`config.mk`:
```
export PLATFORM = sky130hd
export DESIGN_NAME = nslp_sel
export DESIGN_NICKNAME = d
export VERILOG_FILES = /design/src/hdl/nslp_pkg.sv /design/src/hdl/nslp_sel.sv
export SDC_FILE = /design/constraint.sdc
export NUM_CORES = 1
export LEC_CHECK = 0
export BUFFER_PORTS_ARGS = -buffer_cell sky130_fd_sc_hd__buf_2
export CORE_ASPECT_RATIO = 0.5
export CORE_UTILIZATION = 41
export DETAILED_ROUTE_END_ITERATION = 8
export PLACE_DENSITY = 0.77
export SLEW_MARGIN = 20
export SYNTH_ARGS = -nofsm -noshare
export SYNTH_HDL_FRONTEND = slang
export SYNTH_SLANG_ARGS = --single-unit
```
`constraint.sdc`:
```
create_clock -name vclk -period 2.5
set_input_delay 0 -clock vclk [all_inputs]
set_output_delay 0 -clock vclk [all_outputs]
set_load 0.05 [all_outputs]
```
`src/hdl/nslp_pkg.sv`:
```
// ----------------------------------------------------------------------------
// nslp_pkg
// Shared types and constants for nearest seed label propagation.
// ----------------------------------------------------------------------------
package nslp_pkg;

  localparam int CFG_W = 11;
  localparam int PIX_W = 8;
  localparam logic [CFG_W-1:0] WIDTH_RESET = 11'd640;

  typedef struct packed {
    logic seed;
    logic border;
  } pix_ctl_t;

endpackage

```
`src/hdl/nslp_sel.sv`:
```
// ----------------------------------------------------------------------------
// nslp_sel
// Neighbor select: pick the nearer known neighbor, increment its distance.
// ----------------------------------------------------------------------------
module nslp_sel
  import nslp_pkg::*;
#(
  parameter int DIST_BITS = 11
) (
  input  pix_ctl_t             ctl,
  input  logic [PIX_W-1:0]     cost,
  input  logic                 up_known,
  input  logic [DIST_BITS-1:0] up_dist,
  input  logic [PIX_W-1:0]     up_label,
  input  logic                 lf_known,
  input  logic [DIST_BITS-1:0] lf_dist,
  input  logic [PIX_W-1:0]     lf_label,
  output logic [PIX_W-1:0]     label,
  output logic [DIST_BITS-1:0] distance,
  output logic                 known,
  output logic                 err
);

  localparam logic [DIST_BITS-1:0] DIST_MAX = {DIST_BITS{1'b1}};

  logic                 take_up;
  logic [DIST_BITS-1:0] src_dist;
  logic [PIX_W-1:0]     src_label;

  assign take_up   = up_known && (!lf_known || (up_dist < lf_dist));
  assign src_dist  = take_up ? up_dist : lf_dist;
  assign src_label = take_up ? up_label : lf_label;

  always_comb begin
    label    = cost;
    distance = '0;
    known    = 1'b0;
    err      = 1'b0;
    if (ctl.seed) begin
      known = 1'b1;
    end else if (!ctl.border && (up_known || lf_known)) begin
      known    = 1'b1;
      label    = src_label;
      distance = (src_dist == DIST_MAX) ? DIST_MAX : src_dist + DIST_BITS'(1);
      err      = (src_label == '0);
    end
  end

endmodule

```
==> metrics.txt, run 1 <==
io pins=71; Post-DP HPWL=4.08 mm; yosys warns=0; starting density of the core=46.3%; cell taking the most area after synthesis=ha_1; Post-Syn Instances=156; RePlAce Congestion=0.925; Cell variety after synth=42; total track usage=82.5%; Stop Error=[ERROR GRT-0232] Routing congestion too high. Check the congestion heatmap in the GUI.; synthesized area per cell=7.00 µm²; number of port buffers=71; Mapped Area=1090 µm²; Placed Cells=298; Last stage=global routing (5_1_grt); largest net degree at the start of global routing=24; status=did not finish; WEP type=top-level output; total global routing overflow=69; Die H=38.5 µm; top-area cell type share of the netlist area=12.6%; sequential fraction of the synthesis area=0%; row count=12; Horiz. Die Dim=75.0 µm; Worst Endpoint after GRT Repair=distance[2]; dominant cells by area after synthesis=ha_1 (13%), mux2i_1 (10%), xnor2_1 (8.0%); syn nets=217
==> logic make-up after synthesis <==
| kind of cell | synth area share [%] |
|---|---|
| AO/OA/AOI/OAI | 28.4 |
| XOR/XNOR | 9.62 |
| adder cells (fa/ha/maj) | 12.6 |
| buffers and inverters | 6.87 |
| multiplexers | 12.1 |
| AND/OR/NAND/NOR | 30.4 |
==> synth_stat cells, drive strengths merged <==
| cell | number |
|---|---|
| nand3 | 11 |
| mux2i | 11 |
| and3 | 5 |
| or2b | 1 |
| or2 | 1 |
| a21oi | 17 |
| inv | 11 |
| a211oi | 2 |
| or4 | 1 |
| buf | 3 |
| o21bai | 1 |
| a221o | 1 |
| a311oi | 1 |
| clkbuf | 2 |
| nand2 | 15 |
| nor2 | 6 |
| ha | 11 |
| or3 | 1 |
| and2b | 1 |
| and4 | 1 |
| a21boi | 1 |
| a221oi | 1 |
| nor3 | 3 |
| nand2b | 2 |
| nor2b | 2 |
| o21ai | 15 |
| xor2 | 2 |
| xnor2 | 10 |
| nor4 | 5 |
| o211ai | 4 |
| a31oi | 1 |
| o221ai | 1 |
| nand4 | 4 |
| mux2 | 2 |
==> what timing repair did <==
item                       4_1_cts
hold buffers                     0
hold endpoints to repair         0
pin swaps                        8
cloned                           0
resized for setup               34
setup buffers                    6
setup endpoints to repair       11
==> through the flow <==
step,cell area [µm²],util [%],worst slack [ns]
after floorplan,1410,-,-0.194
after global placement,2090,88.5,-0.257
after detailed placement,2090,88.5,-0.407
after CTS,2250,95.6,-0.157
==> layer usage <==
layer | global-route usage [%] | overflow
met1 | 79.4 | 1
met2 | 104 | 43
met3 | 60.8 | 0
met4 | 98.1 | 25
met5 | 22.2 | 0
==> run 2: changes to the inputs <==
Settings changed: CORE_AREA set to 2 2 63 65, CORE_ASPECT_RATIO 0.5 to unset, CORE_UTILIZATION 41 to unset, DIE_AREA set to 0 0 65 67, PLACE_DENSITY 0.77 to unset, PLACE_DENSITY_LB_ADDON set to 0.15.
Clock period 2.5 ns to 3.2 ns, I/O delays scaled along.
==> metrics.txt, run 2 <==
cell taking the most area after synthesis=ha_1; CP Data Arrival Time=3.00 ns; Final Instance Area=1610 µm²; FF+latch count=0; TritonRoute pass-1 iters=4; detailed-route wire length=3.91 mm; Placed Area=1510 µm²; Worst slew margin=64.2%; Hold Crit Class=in2out; dominant cells by area after synthesis=ha_1 (13%), mux2i_1 (10%), xnor2_1 (8.0%); PwrDens=173 nW/µm²; number of port buffers=71; crit end category=output pin; total number of vias=1,425; Final WS setup=0.198 ns; NumNets Final=290; Final Hold Viols=0; yosys warns=0; Tot Pwr=0.000280 W; Horiz. Die Dim=65 µm; initial antenna violation count=0; total global routing overflow=0; FF/Latch Area=0 µm²; final-layout clock buffer total=0; syn nets=217; Setup CP Type=in2out; worst-path fanout max=5; Avg WL per Cell=14.2 µm; CP startpoint=lf_dist[10]; pins over their slew limit=0; Leak=0.784 nW; RePlAce Congestion=0.787; Residual DRC=0; top-count cell post-synth=a21oi_1; Post-Syn Instances=156; total track usage=17.0%; Placed Cells=274; most frequent cells in the layout=buf_2 (63), nand2_1 (15), a21oi_1 (12), o21ai_0 (12); Die ar.=4360 µm²; RSZ-0062 raised after global routing=no; row count=22; Max Cap Violations=0; worst slew pin tran=0.537 ns; Final Cycle Share=93.8%; pre-CTS setup slack=0.0188 ns; First DRT Iteration DRCs=52; Max Clk Rate=333 MHz; critical path startpoint category=primary input; sequential fraction of the synthesis area=0%; fin cells=275; largest net degree at the start of global routing=29; commonest non-fill, non-tap cell in the layout=buf_2; Max IR drop VDD=0.0000700 V; Worst setup endpoint=distance[1]; starting density of the core=30.3%; Final min period=3.00 ns; Cell variety after synth=42; Mapped Area=1090 µm²; Synth top cells by count=a21oi_1 (17), nand2_1 (15), o21ai_0 (12); Post-DP HPWL=3.13 mm; top-area cell type share of the netlist area=12.6%; # diodes=0; number of setup violations in the final report=0; Final ANT Viol Nets=0; Core Region=3610 µm²; Req. time, crit path=3.20 ns; vias in the first global route=1,339; vias per std cell=5.18; synthesized area per cell=7.00 µm²; Setup TNS Final=0 ns; io pins=71; CTS Hold Bufs=0; share of cells above drive strength 1=45.8%; Area Overhead vs Synth=47.8%; status=complete, no violations; global-route wire length before repair=6.12 mm; Die H=67 µm
## run 2: cell counts after synthesis
No cell type changed its count.
## run 2: layout make-up
type                       instances  area, µm²
tap                               48       60.1
multi-input combinational        141       1110
fill                             389       1990
inverter                          11       41.3
timing repair buffer              75        405
## run 2: how the worst min path moves through the flow
stage,startpoint,endpoint,slack [ns],cells past startpoint
after global routing,cost[2],label[2],0.42,4
after detailed placement,cost[0],label[0],0.40,4
after CTS,cost[0],label[0],0.40,4
final,cost[0],label[0],0.40,4
after global placement,cost[5],label[5],0.40,4
after floorplan,lf_dist[10],distance[10],0.34,2
## run 2: metal layers
metal	part of all wire (%)	global-route usage, %	up-vias
li1	-	-	729
met1	47	24.1	641
met2	46	29.3	55
met3	7.1	1.18	0
met4	0	0.798	0
met5	0	0	-
## run 2: cells by family (layout without fill, tap and decap cells)
kind of cell / Yosys count / after routing / share of synthesized area, %
multiplexers: 13 / 13 / 12.1
buffers and inverters: 16 / 86 / 6.87
XOR/XNOR: 12 / 12 / 9.62
adder cells (fa/ha/maj): 11 / 11 / 12.6
AO/OA/AOI/OAI: 45 / 46 / 28.4
AND/OR/NAND/NOR: 59 / 59 / 30.4
## run 2: what timing repair did
action | 4_1_cts | 5_1_grt
gates cloned | 0 | 1
hold endpoints to repair | 0 | 0
setup endpoints to repair | 2 | 9
resized for setup | 1 | 29
setup buffers | 0 | 0
pin swaps | 0 | 3
## run 2: per-stage QoR
| step | utilization, % | hold slack (ns) |
|---|---|---|
| 3_3_place_gp | 41.8 | 0.398 |
| 4_1_cts | 42.0 | 0.402 |
| 6_report | 44.8 | 0.402 |
| 3_5_place_dp | 41.8 | 0.401 |
| 2_1_floorplan | - | 0.343 |
| 5_1_grt | 44.8 | 0.423 |
## run 2: worst max-delay path: stages
cell and delay, ns:
buf_2 0.17, inv_1 0.07, ha_1 0.32, nand4_2 0.14
nor3_4 0.20, a221oi_4 0.11, nor2_4 0.14, mux2_2 0.37
ha_2 0.21, and3_4 0.19, and3_2 0.24, nand4_1 0.14
a21oi_4 0.07, a31oi_4 0.29, a21oi_1 0.12, buf_4 0.22
## run 2: report_power, final
group          switching (W)  internal [W]  total, W
clock                      0             0         0
sequential                 0             0         0
combinational       0.000179      0.000101  0.000280
(Power assumes the default switching activity.)
